--- src/hw/rtl/band_interleave_corner_turn_top_defines.svh ---
// Assertion macros shared by the corner-turn buffer modules.
// Each macro expects clk_i and rst_ni in the scope where it is used.
`ifndef BAND_INTERLEAVE_CORNER_TURN_TOP_DEFINES_SVH
`define BAND_INTERLEAVE_CORNER_TURN_TOP_DEFINES_SVH

// Same-cycle implication, checked out of reset.
`define BICT_ASSERT_NOW(label, pre, post) \
  label: assert property (@(posedge clk_i) disable iff (!rst_ni) (pre) |-> (post)) \
    else $error("corner-turn assertion failed");

// Next-cycle implication, checked out of reset.
`define BICT_ASSERT_NEXT(label, pre, post) \
  label: assert property (@(posedge clk_i) disable iff (!rst_ni) (pre) |=> (post)) \
    else $error("corner-turn assertion failed");

`endif

--- src/hw/rtl/bict_pkg.sv ---
`timescale 1ns / 1ps

package bict_pkg;

  // Buffer geometry.
  localparam int unsigned BUF_BYTES = 65536;
  localparam int unsigned ADDR_W    = $clog2(BUF_BYTES);
  localparam int unsigned WPOS_W    = $clog2(BUF_BYTES) + 1;

  // Field and register widths.
  localparam int unsigned BYTE_W    = 8;
  localparam int unsigned BAND_W    = 5;
  localparam int unsigned COUNT_W   = 13;
  localparam int unsigned POL_W     = 3;
  localparam int unsigned IDX_W     = 12;
  localparam int unsigned PIDX_W    = 2;
  localparam int unsigned BIDX_W    = 4;
  localparam int unsigned CFG_IDX_W = 3;
  localparam int unsigned CFG_DAT_W = 13;

  // Address arithmetic widths.
  localparam int unsigned SPEC_W    = 15;
  localparam int unsigned PTERM_W   = 14;
  localparam int unsigned PBAND_W   = 27;
  localparam int unsigned SUM_W     = 31;

  // Count limits.
  localparam logic [BAND_W-1:0]  BAND_MAX  = 5'd16;
  localparam logic [COUNT_W-1:0] COUNT_MAX = 13'd4096;
  localparam logic [POL_W-1:0]   POL_MAX   = 3'd4;

  // Item commands.
  localparam logic CMD_LOAD  = 1'b0;
  localparam logic CMD_FETCH = 1'b1;

  // Configuration register indexes.
  typedef enum logic [CFG_IDX_W-1:0] {
    CFG_BAND_COUNT    = 3'd0,
    CFG_SPECTRA_COUNT = 3'd1,
    CFG_POL_COUNT     = 3'd2,
    CFG_CHAN_COUNT    = 3'd3
  } cfg_reg_e;

  // Sequencer states for one fetch.
  typedef enum logic [2:0] {
    ST_IDLE,
    ST_MUL1,
    ST_MUL2,
    ST_MUL3,
    ST_SUM,
    ST_READ,
    ST_OUT
  } ctrl_state_e;

  // Commands from controller to datapath.
  typedef struct packed {
    logic load_en;
    logic fetch_en;
    logic mul1_en;
    logic mul2_en;
    logic mul3_en;
    logic sum_en;
    logic read_en;
    logic out_load;
  } dp_cmd_t;

  // Status from datapath to controller.
  typedef struct packed {
    logic out_full;
  } dp_status_t;

  // A zero count acts as one; a count above the limit acts as the limit.
  function automatic logic [BAND_W-1:0] clamp_band(input logic [BAND_W-1:0] v);
    logic [BAND_W-1:0] r;
    r = v;
    if (v == '0) begin
      r = BAND_W'(1);
    end else if (v > BAND_MAX) begin
      r = BAND_MAX;
    end
    return r;
  endfunction

  function automatic logic [COUNT_W-1:0] clamp_count(input logic [COUNT_W-1:0] v);
    logic [COUNT_W-1:0] r;
    r = v;
    if (v == '0) begin
      r = COUNT_W'(1);
    end else if (v > COUNT_MAX) begin
      r = COUNT_MAX;
    end
    return r;
  endfunction

  function automatic logic [POL_W-1:0] clamp_pol(input logic [POL_W-1:0] v);
    logic [POL_W-1:0] r;
    r = v;
    if (v == '0) begin
      r = POL_W'(1);
    end else if (v > POL_MAX) begin
      r = POL_MAX;
    end
    return r;
  endfunction

endpackage

--- src/hw/rtl/bict_ctrl.sv ---
`timescale 1ns / 1ps
`include "band_interleave_corner_turn_top_defines.svh"

module bict_ctrl (
  input  logic                 clk_i,
  input  logic                 rst_ni,
  input  logic                 in_valid_i,
  input  logic                 in_command_i,
  output logic                 in_ready_o,
  input  bict_pkg::dp_status_t status_i,
  output bict_pkg::dp_cmd_t    cmd_o
);

  bict_pkg::ctrl_state_e state_q, state_d;
  logic                  in_fire;

  assign in_fire = in_valid_i && in_ready_o;

  // State register.
  always_ff @(posedge clk_i or negedge rst_ni) begin
    if (!rst_ni) begin
      state_q <= bict_pkg::ST_IDLE;
    end else begin
      state_q <= state_d;
    end
  end

  // Next state and datapath commands.
  always_comb begin
    state_d    = state_q;
    cmd_o      = '0;
    in_ready_o = 1'b0;
    case (state_q)
      bict_pkg::ST_IDLE: begin
        in_ready_o = 1'b1;
        if (in_valid_i) begin
          if (in_command_i == bict_pkg::CMD_FETCH) begin
            cmd_o.fetch_en = 1'b1;
            state_d        = bict_pkg::ST_MUL1;
          end else begin
            cmd_o.load_en = 1'b1;
          end
        end
      end
      bict_pkg::ST_MUL1: begin
        cmd_o.mul1_en = 1'b1;
        state_d       = bict_pkg::ST_MUL2;
      end
      bict_pkg::ST_MUL2: begin
        cmd_o.mul2_en = 1'b1;
        state_d       = bict_pkg::ST_MUL3;
      end
      bict_pkg::ST_MUL3: begin
        cmd_o.mul3_en = 1'b1;
        state_d       = bict_pkg::ST_SUM;
      end
      bict_pkg::ST_SUM: begin
        cmd_o.sum_en = 1'b1;
        state_d      = bict_pkg::ST_READ;
      end
      bict_pkg::ST_READ: begin
        cmd_o.read_en = 1'b1;
        state_d       = bict_pkg::ST_OUT;
      end
      bict_pkg::ST_OUT: begin
        // Hold the fetched byte until the output register is free.
        if (!status_i.out_full) begin
          cmd_o.out_load = 1'b1;
          state_d        = bict_pkg::ST_IDLE;
        end
      end
      default: begin
        state_d = bict_pkg::ST_IDLE;
      end
    endcase
  end

  `BICT_ASSERT_NEXT(a_fetch_starts_seq,
    in_fire && (in_command_i == bict_pkg::CMD_FETCH), state_q == bict_pkg::ST_MUL1)
  `BICT_ASSERT_NEXT(a_load_stays_idle,
    in_fire && (in_command_i == bict_pkg::CMD_LOAD), state_q == bict_pkg::ST_IDLE)
  `BICT_ASSERT_NEXT(a_out_wait_holds,
    (state_q == bict_pkg::ST_OUT) && status_i.out_full, state_q == bict_pkg::ST_OUT)

endmodule

--- config.mk ---
export PLATFORM = sky130hd
export DESIGN_NAME = bict_ctrl
export DESIGN_NICKNAME = d
export VERILOG_FILES = /design/src/hw/rtl/bict_pkg.sv /design/src/hw/rtl/bict_ctrl.sv
export VERILOG_INCLUDE_DIRS = /design/src /design/src/hw/rtl
export SDC_FILE = /design/constraint.sdc
export NUM_CORES = 1
export LEC_CHECK = 0
export BUFFER_PORTS_ARGS = -buffer_cell sky130_fd_sc_hd__buf_2
export CAP_MARGIN = 5
export CORE_AREA = 3 3 40 42
export DETAILED_ROUTE_END_ITERATION = 10
export DIE_AREA = 0 0 43 45
export GPL_TIMING_DRIVEN = 0
export SYNTH_ARGS = -nofsm -noshare
export SYNTH_HDL_FRONTEND = slang
export SYNTH_SLANG_ARGS = --single-unit
--- constraint.sdc ---
create_clock -name clk_i -period 2.4 [get_ports clk_i]
set_input_delay 0.36 -clock clk_i [delete_from_list [all_inputs] [get_ports clk_i]]
set_output_delay 0.36 -clock clk_i [all_outputs]
set_load 0.03 [all_outputs]
==> Word level (Yosys, flattened, before mapping) <==
Cells that the tools add are included.
{ "totals": {"register_bits": 3, "latch_bits": 0, "ram_bits": 0, "mem_bits_ro": 0, "out_inout_bits": 9, "memories": 0} }
{ "op_classes": {"add_sub_neg": 0, "n_mul": 0, "div_mod_pow": 0, "magnitude_cmp": 0, "eq_ne": 9, "shift": 0, "muxes": 16, "bitwise": 0, "reduce_logical": 2} }
{ "op_table": {"columns": ["cell", "count"], "rows": [
  ["$pmux 3 s7", 1],
  ["$mux 1", 10],
  ["$eq 3x3->1 const B", 3],
  ["$mux 3", 3],
  ["$eq 3x2->1 const B", 2],
  ["$ne 2x2->1 const B", 3],
  ["$mux 2", 2],
  ["$eq 3x1->1 const B", 1],
  ["$logic_not 3->1", 1],
  ["$reduce_and 3->1", 1]
]} }

==> Longest topological paths before layout <==
{ "depth": {"depth_word": 3, "depth_mapped": 3, "ltp_nobuf": 3} }

==> Worst setup path after synthesis <==
Ideal clock, no wire load.
{ "synth_timing": {"kind": "register to output", "from": "register state_q[0]", "to": "output port cmd_o[7] (netlist name)", "arrival_time_ns": 1.472, "t_required_ns": 2.040, "path_slack_ns": 0.568, "stages_incl_launch_ff": 4, "path_buffers": 0, "path_cell_list": "dfrtp_1 > nor3_2 > nand2_1 > nor2_1"} }
{ "synth_rtl": {"columns": ["element", "line", "rtl"], "rows": [
  ["start, declared", "bict_ctrl.sv:14", "bict_pkg::ctrl_state_e state_q, state_d;"],
  ["start signal, assigned", "bict_ctrl.sv:22", "state_q <= bict_pkg::ST_IDLE;"],
  ["start signal, assigned", "bict_ctrl.sv:24", "state_q <= state_d;"],
  ["end, declared", "bict_ctrl.sv:11", "output bict_pkg::dp_cmd_t cmd_o"]
]} }

==> results.toml <==
[routing]
firstDrtPassIters = 4
wl_per_cell_um = 8.98
drc_errors = 0
ant_nets = 0
num_vias = 233
drtIter0Drc = 3
wl_um = 503
routed_via_density = 4.16

[clock_tree]
clkLatencyLatePin_ps = 240
hold_buffers = 1
tritoncts = "done"
clk_root_buffer_cell = "clkbuf_4"
post_cts_buffers = 0
htreeDepth = 1
clockBufferDepth = 2
cts_num_sinks = 3
cts.reportedPaths.clkPinSlew_ps = 40
cts-resized-gates = 0
cts_buffers = 3

[critical_path]
required_ps = 2040
crit_family = "flip-flops"
max_stage_delay_ps = 460
reg2reg_slack_ps = 1390
r2r_start = "state_q[2]"
crit_path_top_delay_cell = "dfrtp_1"
worst_ep_arrival_time_ps = 1320
r2r_cells = 3
cp_max_fo = 8
end_kind = "output port"
setup.worst_path.class = "reg2out"
r2r-end = "state_q[2]"
worstPathCellList = "nor3_2 -> and3_1 -> buf_2"
critPathLaunchType = "flop"
critPathBufInv = 1

[floorplan]
dieArea_mm2 = 0.00194
io_pins = 14
initial_utilization = 0.149
dieWidth_um = 43
coreArea_mm2 = 0.00128
row_count = 13
die_y_um = 45

[power]
p_leak_uw = 0.000170
p_switching_uw = 245
peakVddDrop_uv = 449
p_per_area_mw_per_mm2 = 1510
swShare = 0.519
internal_power_uw = 227
pwr-share-seq = 0.272
p_comb_frac = 0.536
p_clk_frac = 0.192

[worst_hold_path]
min_path_type = "in2reg"
min_delay_path_depth = 3
hp-start = "status_i"
holdPathEnd = "state_q[1]"

[sta]
setup_viol = 0
relSlewSlack = 0.829
worstMarginPinSlew_ps = 256
setup_slack_ps = 723
grt_setup_unrepaired = "no"
period_share = 0.699
clock.fmax_mhz = 596
final.setup.tns_ps = 0
hold_viol = 0
drv_slew = 0
post-route-min-period_ps = 1680
finClkSkew_ps = 3.39

[synthesis]
synth_fp_nets = 28
synthTopCellsByArea = "dfrtp_1 (39%), a211oi_1 (7.8%), nor2_1 (7.8%)"
ys.warnings.count = 0
syn_inst = 23
yosysSeqAreaShare = 0.392
yosys.area.top_type_share = 0.392
synth_area_per_cell_um2 = 8.32
yosysTopAreaCell = "dfrtp_1"
syn_area_um2 = 191
ys_types = 14
ys_seq_elements = 3

[place]
place_hpwl_um = 383
port_buffers = 13
gp_congestion = 0.681
dp_slack_ps = 968

[outcome]
status = "completed"

[cells_and_area]
post-route-util = 0.242
regMostFlops = "state_q"
layout_common_cells = "buf_2 (13), nor2_1 (4), clkbuf_4 (3), dfrtp_1 (3)"
drive_above_1_share = 0.463
final_common_cell = "buf_2"
reg_top3 = "state_q x3"
diodes = 0
largest_reg_flops = 3
fin_nets = 47
area_growth_syn_to_layout_pct = 62.7

[global_routing]
overflow = 0
antenna_found_initial = 0
grt.total_usage = 0.0727
grt_pass1_wl_um = 834
grt_max_degree = 10
grt_pass1_vias = 188

[run]
cap_violations = 0
[layer usage]
layer,track usage,vias up,wire length [um]
li1,-,118,-
met1,0.0754,99,228
met2,0.0659,14,182
met3,0.0757,2,65
met4,0.0904,0,27
met5,0,-,0
[stage by stage]
step	instance area, um2	hold WS, ps	std cells	power [uW]
after floorplan	191	64.4	23	311
after global placement	275	156	51	381
after detailed placement	275	159	51	384
after CTS	312	429	56	481
after global routing	312	447	56	514
final	312	430	56	472
[power groups by stage]
| stage | clock [uW] | sequential (uW) | combinational, uW |
|---|---|---|---|
| final | 90.7 | 128 | 253 |
| after global routing | 104 | 136 | 274 |
| after CTS | 95.6 | 129 | 257 |
| after detailed placement | 0 | 130 | 254 |
| after global placement | 0 | 128 | 253 |
| after floorplan | 0 | 116 | 195 |
[worst max-delay path by stage]
stage               endpoint  startpoint  depth (start not counted)  slack (ps)
floorplan           cmd_o[7]  state_q[0]                          3         570
global placement    cmd_o[6]  state_q[0]                          3         990
detailed placement  cmd_o[6]  state_q[0]                          3         970
CTS                 cmd_o[6]  state_q[0]                          3         700
global route        cmd_o[7]  state_q[0]                          4         620
finish              cmd_o[6]  state_q[0]                          3         720
[kinds of logic after synthesis]
kind of cell | count (synthesis) | synth area share
DFF | 3 | 0.392
buffers and inverters | 2 | 0.0392
and+or+nand+nor | 13 | 0.399
AOI/OAI and AO/OA | 5 | 0.170
[worst reg2reg max path, cell delays in order (launching register included)]
cell and delay, ps:
dfrtp_1 470, inv_2 90, and3_4 190, a21o_1 140
[cell type report]
| type | count | area (um2) |
|---|---|---|
| Inverter | 2 | 7.51 |
| Multi-Input combinational cell | 18 | 109 |
| Timing Repair Buffer | 14 | 75.1 |
| Fill cell | 150 | 973 |
| Tap cell | 15 | 18.8 |
| Sequential cell | 3 | 75.1 |
| Clock buffer | 4 | 26.3 |
[Yosys cell counts, drive strengths merged]
master / n
and3: 2
nor2: 4
nor3b: 1
nand2: 1
o21ai: 2
a21o: 1
nand2b: 2
a211oi: 2
inv: 2
nor3: 3
dfrtp: 3
No activity file was read; power rests on OpenSTA's default activity.
